`src/rtl/csvfp_pkg.sv`:
```
// ----------------------------------------------------------------------------
// csvfp_pkg
// Shared types and constants for the csv field parser.
// ----------------------------------------------------------------------------
package csvfp_pkg;

	localparam int FIELD_INDEX_MAX = 255;
	localparam logic [7:0] INDEX_CAP =
		(FIELD_INDEX_MAX > 255) ? 8'd255 : 8'(FIELD_INDEX_MAX);

	localparam logic [7:0] NEWLINE_BYTE   = 8'h0A;
	localparam logic [7:0] DELIMITER_RST  = 8'd44;
	localparam logic [7:0] QUOTE_CHAR_RST = 8'd34;

	typedef enum logic [0:0] {
		REG_DELIMITER  = 1'b0,
		REG_QUOTE_CHAR = 1'b1
	} cfg_reg_t;

	typedef enum logic [1:0] {
		MODE_START  = 2'd0,
		MODE_QUOTED = 2'd1,
		MODE_PLAIN  = 2'd2,
		MODE_AFTERQ = 2'd3
	} parse_mode_t;

	typedef struct packed {
		parse_mode_t parse_mode;
		logic        discarding;
		logic [7:0]  field_counter;
	} parse_state_t;

	typedef struct packed {
		logic [7:0] data_byte;
		logic       last_byte;
	} in_item_t;

	typedef struct packed {
		logic       has_char;
		logic [7:0] char_out;
		logic       field_done;
		logic       line_done;
		logic       parse_error;
		logic [7:0] field_index;
	} out_item_t;

endpackage

```
`src/rtl/csvfp_step.sv`:
```
// ----------------------------------------------------------------------------
// csvfp_step
// Next-state and result logic for one byte of the field parser.
// ----------------------------------------------------------------------------
module csvfp_step (
	input  csvfp_pkg::parse_state_t st,
	input  csvfp_pkg::in_item_t     item,
	input  logic [7:0]              delimiter,
	input  logic [7:0]              quote_char,
	output csvfp_pkg::parse_state_t st_nxt,
	output logic                    res_valid,
	output csvfp_pkg::out_item_t    res
);
	import csvfp_pkg::*;

	logic       is_nl, is_q, is_d, last;
	logic       hc, fd, pe, any, bump;
	logic [7:0] cnt_bumped;
	parse_mode_t mode_nxt;

	assign is_nl = (item.data_byte == NEWLINE_BYTE);
	assign is_q  = (item.data_byte == quote_char);
	// quote wins when both registers hold the same byte
	assign is_d  = !is_q && (item.data_byte == delimiter);
	assign last  = item.last_byte;

	always_comb begin
		hc       = 1'b0;
		fd       = 1'b0;
		pe       = 1'b0;
		any      = 1'b0;
		bump     = 1'b0;
		mode_nxt = st.parse_mode;
		unique case (st.parse_mode)
			MODE_START: begin
				if (is_q) begin
					mode_nxt = MODE_QUOTED;
				end else if (is_d) begin
					fd   = 1'b1;
					any  = 1'b1;
					bump = 1'b1;
				end else begin
					hc       = 1'b1;
					any      = 1'b1;
					mode_nxt = MODE_PLAIN;
				end
			end
			MODE_QUOTED: begin
				if (is_q) begin
					mode_nxt = MODE_AFTERQ;
				end else begin
					hc  = 1'b1;
					any = 1'b1;
				end
			end
			MODE_PLAIN: begin
				if (is_d) begin
					fd       = 1'b1;
					any      = 1'b1;
					bump     = 1'b1;
					mode_nxt = MODE_START;
				end else begin
					hc  = 1'b1;
					any = 1'b1;
				end
			end
			MODE_AFTERQ: begin
				if (is_q) begin
					hc       = 1'b1;
					any      = 1'b1;
					mode_nxt = MODE_QUOTED;
				end else if (is_d) begin
					fd       = 1'b1;
					any      = 1'b1;
					bump     = 1'b1;
					mode_nxt = MODE_START;
				end else begin
					pe  = 1'b1;
					any = 1'b1;
				end
			end
			default: begin
				mode_nxt = MODE_START;
			end
		endcase
	end

	assign cnt_bumped = (bump && (st.field_counter < INDEX_CAP)) ?
		st.field_counter + 8'd1 : st.field_counter;

	always_comb begin
		res_valid          = 1'b0;
		res                = '0;
		res.field_index    = st.field_counter;
		st_nxt             = st;
		if (st.discarding) begin
			if (is_nl || last) begin
				res_valid     = 1'b1;
				res.line_done = 1'b1;
				st_nxt        = '{MODE_START, 1'b0, 8'd0};
			end
		end else if (is_nl) begin
			res_valid      = 1'b1;
			res.field_done = 1'b1;
			res.line_done  = 1'b1;
			st_nxt         = '{MODE_START, 1'b0, 8'd0};
		end else if (pe) begin
			res_valid       = 1'b1;
			res.parse_error = 1'b1;
			res.line_done   = last;
			st_nxt          = last ? '{MODE_START, 1'b0, 8'd0} :
				'{st.parse_mode, 1'b1, st.field_counter};
		end else if (last) begin
			// last byte closes the final field, maybe an empty one
			res_valid       = 1'b1;
			res.has_char    = hc;
			res.char_out    = hc ? item.data_byte : 8'd0;
			res.field_done  = 1'b1;
			res.line_done   = 1'b1;
			res.field_index = cnt_bumped;
			st_nxt          = '{MODE_START, 1'b0, 8'd0};
		end else begin
			res_valid      = any;
			res.has_char   = hc;
			res.char_out   = hc ? item.data_byte : 8'd0;
			res.field_done = fd;
			st_nxt         = '{mode_nxt, 1'b0, cnt_bumped};
		end
	end

endmodule

```
`src/rtl/csv_field_parser_core.sv`:
```
// ----------------------------------------------------------------------------
// csv_field_parser_core
// Byte-serial csv field tokenizer with configurable delimiter and quote.
// ----------------------------------------------------------------------------
//  channel | dir | handshake          | word
//  in      | in  | in_valid/in_stall  | in_item_t  (data_byte, last_byte)
//  out     | out | out_valid/out_stall| out_item_t (char, marks, field_index)
//  cfg     | in  | cfg_valid/cfg_ready| cfg_index, cfg_data
//
//  one byte per cycle while in_stall is low; path: input register, then parser step
//  into the result register
//  reset: delimiter ',', quote '"', parser at field start, field index zero
//  a byte that gives no result leaves the input register even if out is stalled
//  in_stall rises only when the input register holds a byte whose result
//  cannot yet enter the full, stalled result register
// ----------------------------------------------------------------------------
module csv_field_parser_core (
	input  logic                 clk,
	input  logic                 arst_n,
	input  logic                 in_valid,
	output logic                 in_stall,
	input  csvfp_pkg::in_item_t  in_data,
	output logic                 out_valid,
	input  logic                 out_stall,
	output csvfp_pkg::out_item_t out_data,
	input  logic                 cfg_valid,
	output logic                 cfg_ready,
	input  csvfp_pkg::cfg_reg_t  cfg_index,
	input  logic [7:0]           cfg_data
);
	import csvfp_pkg::*;

	logic         valid_s1;
	in_item_t     item_s1;
	parse_state_t st_q;
	parse_state_t st_nxt;
	logic         res_valid;
	out_item_t    res;
	logic         advance;
	logic         out_valid_q;
	out_item_t    out_data_q;
	logic [7:0]   delimiter_q;
	logic [7:0]   quote_char_q;

	assign cfg_ready = 1'b1;

	always_ff @(posedge clk or negedge arst_n) begin
		if (!arst_n) begin
			delimiter_q  <= DELIMITER_RST;
			quote_char_q <= QUOTE_CHAR_RST;
		end else if (cfg_valid && cfg_ready) begin
			unique case (cfg_index)
				REG_DELIMITER:  delimiter_q  <= cfg_data;
				REG_QUOTE_CHAR: quote_char_q <= cfg_data;
				default: ;
			endcase
		end
	end

	csvfp_step u_step (
		.st         (st_q),
		.item       (item_s1),
		.delimiter  (delimiter_q),
		.quote_char (quote_char_q),
		.st_nxt     (st_nxt),
		.res_valid  (res_valid),
		.res        (res)
	);

	// byte moves on when it has no result or the result slot is free
	assign advance  = valid_s1 && (!res_valid || !out_valid_q || !out_stall);
	assign in_stall = valid_s1 && !advance;

	always_ff @(posedge clk or negedge arst_n) begin
		if (!arst_n) begin
			valid_s1 <= 1'b0;
		end else if (!in_stall) begin
			valid_s1 <= in_valid;
		end
	end

	always_ff @(posedge clk) begin
		if (in_valid && !in_stall) begin
			item_s1 <= in_data;
		end
	end

	always_ff @(posedge clk or negedge arst_n) begin
		if (!arst_n) begin
			st_q <= '{MODE_START, 1'b0, 8'd0};
		end else if (advance) begin
			st_q <= st_nxt;
		end
	end

	always_ff @(posedge clk or negedge arst_n) begin
		if (!arst_n) begin
			out_valid_q <= 1'b0;
		end else if (advance && res_valid) begin
			out_valid_q <= 1'b1;
		end else if (!out_stall) begin
			out_valid_q <= 1'b0;
		end
	end

	always_ff @(posedge clk) begin
		if (advance && res_valid) begin
			out_data_q <= res;
		end
	end

	assign out_valid = out_valid_q;
	assign out_data  = out_data_q;

`ifndef SYNTH
	a_err_alone: assert property (@(posedge clk) disable iff (!arst_n)
		out_valid |-> !(out_data.parse_error &&
			(out_data.has_char || out_data.field_done)))
		else $error("parse error word carries a character or field end");

	a_line_resets: assert property (@(posedge clk) disable iff (!arst_n)
		advance && res_valid && res.line_done |=>
			st_q.field_counter == 8'd0 && !st_q.discarding &&
			st_q.parse_mode == MODE_START)
		else $error("parser state not cleared after line end");

	a_no_overwrite: assert property (@(posedge clk) disable iff (!arst_n)
		out_valid_q && out_stall |-> !(advance && res_valid))
		else $error("result register overwritten while stalled");

	a_cap: assert property (@(posedge clk) disable iff (!arst_n)
		st_q.field_counter <= INDEX_CAP)
		else $error("field counter above cap");
`endif

endmodule

```
`config.mk`:
```
export PLATFORM = sky130hd
export DESIGN_NAME = csv_field_parser_core
export DESIGN_NICKNAME = d
export VERILOG_FILES = /design/src/rtl/csvfp_pkg.sv /design/src/rtl/csvfp_step.sv /design/src/rtl/csv_field_parser_core.sv
export SDC_FILE = /design/constraint.sdc
export NUM_CORES = 1
export LEC_CHECK = 0
export BUFFER_PORTS_ARGS = -buffer_cell sky130_fd_sc_hd__buf_2
export CAP_MARGIN = 20
export CORE_ASPECT_RATIO = 1.25
export CORE_UTILIZATION = 41
export DETAILED_ROUTE_END_ITERATION = 10
export GPL_TIMING_DRIVEN = 1
export PLACE_DENSITY = 0.59
export SKIP_CTS_REPAIR_TIMING = 1
export SYNTH_ARGS = -nofsm -noshare
export SYNTH_HDL_FRONTEND = slang
export SYNTH_HIERARCHICAL = 1
export SYNTH_SLANG_ARGS = --single-unit
```
`constraint.sdc`:
```
create_clock -name clk -period 9.7 [get_ports clk]
set_input_delay 0.97 -clock clk [delete_from_list [all_inputs] [get_ports clk]]
set_output_delay 0.97 -clock clk [all_outputs]
set_load 0.005 [all_outputs]
```
==> results.toml <==
[layout]
fin_nets = 356
mostFrequentLayoutCell = "buf_2"
drive_above_1_share = 0.297
utilization = 0.500
n_antenna_cell = 0
syn2layout_area_growth_pct = 16.0
fillers = 667
final_cell_mix = "buf_2 (45), edfxtp_1 (29), nand2_1 (24), dfrtp_1 (24), nand4_1 (16)"

[setup_path]
rr_worst_depth = 8
worstPathMaxFanout = 14
crit-reg2reg-launch = "item_s1[1]"
worstPathRequired_ps = 8730
crit_chain = "xor2_1 > nor4_4 > nand2_4 > nor3_1 > o21ai_0 > buf_4 > nand4_1 > inv_1 > buf_2"
path_delay_family = "simple AND/OR/NAND/NOR gates"
r2r_end = "item_s1[0]"
end_kind = "output pin"
crit_arrival_ps = 2420
crit_type = "reg2out"
timing.critical_path.buf_inv = 3
start_kind = "register"
cp_slowest_stage_delay_ps = 490
crit_slowest_cell = "edfxtp_1"
rrSetupSlack_ps = 6970

[synthesis]
synth_top_family_by_area = "simple AND/OR/NAND/NOR gates"
ys_ff_latch = 58
synth-seq-area-share = 0.496
synthAdderAreaFrac = 0.0194
synth_cell_types = 51
muxShareOfSynthArea = 0.0732
synth_xor_area_frac = 0.0651
synth_compound_area_frac = 0.119
synth_area_sq_um = 3230
yosys.area_share.simple = 0.196
syn_avg_cell_area_sq_um = 11.5
syn_inst = 281
syn-num-nets = 309
synth_warnings = 6

[pwr]
max-vdd-ir-drop_mv = 0.0991
power_density_nw_per_um2 = 232
power_leakage_uw = 0.00148

[global_routing]
grt_pass1_vias = 2316
grt_pass1_wl_mm = 11.2
grt_usage = 0.186
gr-total-overflow = 0
grt_max_degree = 30
grt_antenna_before_repair = 0

[worst_hold_path]
hold_depth = 1
hold_class = "reg2reg"
min_to = "quote_char_q[6]"
min-delay-start = "quote_char_q[6]"

[detailed_routing]
drt-initial-drc-count = 149
postRouteAntennaNets = 0
drc = 0
wl_per_cell_um = 16.2
viasPerCell = 5.52
via_count = 2347
drt-total-wl_mm = 6.90
firstDrtPassIters = 4

[status]
outcome = "complete, no violations"

[place]
gp_congestion = 0.841
io_buffer_count = 44
dp_hpwl_mm = 4.95

[timing]
tightest_slew_ps = 881
fin_skew_ps = 7.14
relSlewSlack = 0.409
final_hold_viol_count = 0
rsz0062_at_grt = "no"
setup_viol = 0
finalCritPeriodShare = 0.350
tns_ps = 0
max_freq_ghz = 0.295
maxSlewViolCount = 0
worst_hold_slack_ps = 528
min_period_ps = 3390

[cts]
clock-sinks = 58
h-tree-depth = 3
cts-root-buf = "clkbuf_8"
numCtsBuffers = 9
clk_path_buf_depth = 2
cts_tree = "built"
insertion_delay_ps = 340
cts.clk_slew.worst_paths_ps = 70

[floorplanning]
floorplan.io_pins = 46
die_w_um = 81.4
initial_core_util = 0.431
coreArea_sq_um = 7490
rows = 35
dieArea_sq_um = 8240
die_h_um = 101

[job]
cap_violations = 0
==> through the flow <==
stage          instance area (sq um)  power (uW)  cells  worst slack (ps)
2_1_floorplan                   3230         549    281              6610
3_3_place_gp                    3510         624    407              6630
3_5_place_dp                    3510         628    407              6670
4_1_cts                         3730         873    423              6290
5_1_grt                         3750         919    425              6100
6_report                        3750         869    425              6310
==> cells in the mapped netlist, drive strengths merged <==
cell type	instances	area share
xor2	11	0.030
nand2b	13	0.028
a21boi	1	0.0023
o22ai	2	0.0039
o31ai	3	0.0085
edfxtp	29	0.27
nor2	9	0.010
and2	12	0.023
or3	5	0.0097
nand2	26	0.033
dfrtp	24	0.19
nand3	11	0.019
a21o	2	0.0046
and3	3	0.0074
conb	1	0.0012
o311ai	2	0.0054
o21ai	7	0.011
a31oi	4	0.0097
mux2	18	0.073
a2111oi	3	0.022
a21oi	10	0.015
or2	1	0.0019
nor4	3	0.015
buf	9	0.019
a31o	1	0.0027
nor3b	3	0.0070
clkbuf	2	0.0023
nor3	3	0.0046
o32ai	1	0.0027
nor4bb	2	0.0062
a221oi	1	0.0027
dfstp	5	0.041
nand4	16	0.031
inv	8	0.0093
o211ai	12	0.028
ha	5	0.019
xnor2	13	0.035
==> metal layers <==
layer	share of wire	global-route usage	vias up
met5	0	0	-
met4	0.035	0.111	0
met3	0.041	0.0495	17
met2	0.55	0.338	70
met1	0.37	0.185	1129
li1	-	-	1131
==> cell families after synthesis <==
family,Yosys count
compound gates,49
xor+xnor,24
fa+ha+maj,5
buf+inv,19
flops,58
mux,18
other cells,1
simple gates,107
==> state kept, by name, summed over array words and instances (netlist names) <==
signal and cells:
valid_s1 1, delimiter_q 8, out_valid 1, out_data 20, quote_char_q 8, st_q 11
item_s1 9
==> report_power, final <==
group	internal, uW	switching, uW
Sequential	327	53.2
Clock	144	99.9
Combinational	119	126
==> final cells by class <==
cell class | count | area (sq um) | area share
repair buffers | 47 | 248 | 0.0661
inverters | 8 | 30.0 | 0.00802
clock inverters | 7 | 93.8 | 0.0251
clock buffers | 9 | 124 | 0.0331
multi-input cells | 204 | 1530 | 0.409
flip-flops and latches | 58 | 1600 | 0.428
well taps | 92 | 115 | 0.0307
==> worst max-delay path by stage <==
stage,from,endpoint,slack [ps],cells past startpoint
floorplan,quote_char_q[5],out_data[0],6610,8
global placement,item_s1[1],in_stall,6630,9
detailed placement,item_s1[2],in_stall,6670,9
CTS,item_s1[1],in_stall,6290,9
global route,item_s1[1],in_stall,6100,9
finish,item_s1[1],in_stall,6310,9
(Power assumes the default switching activity.)
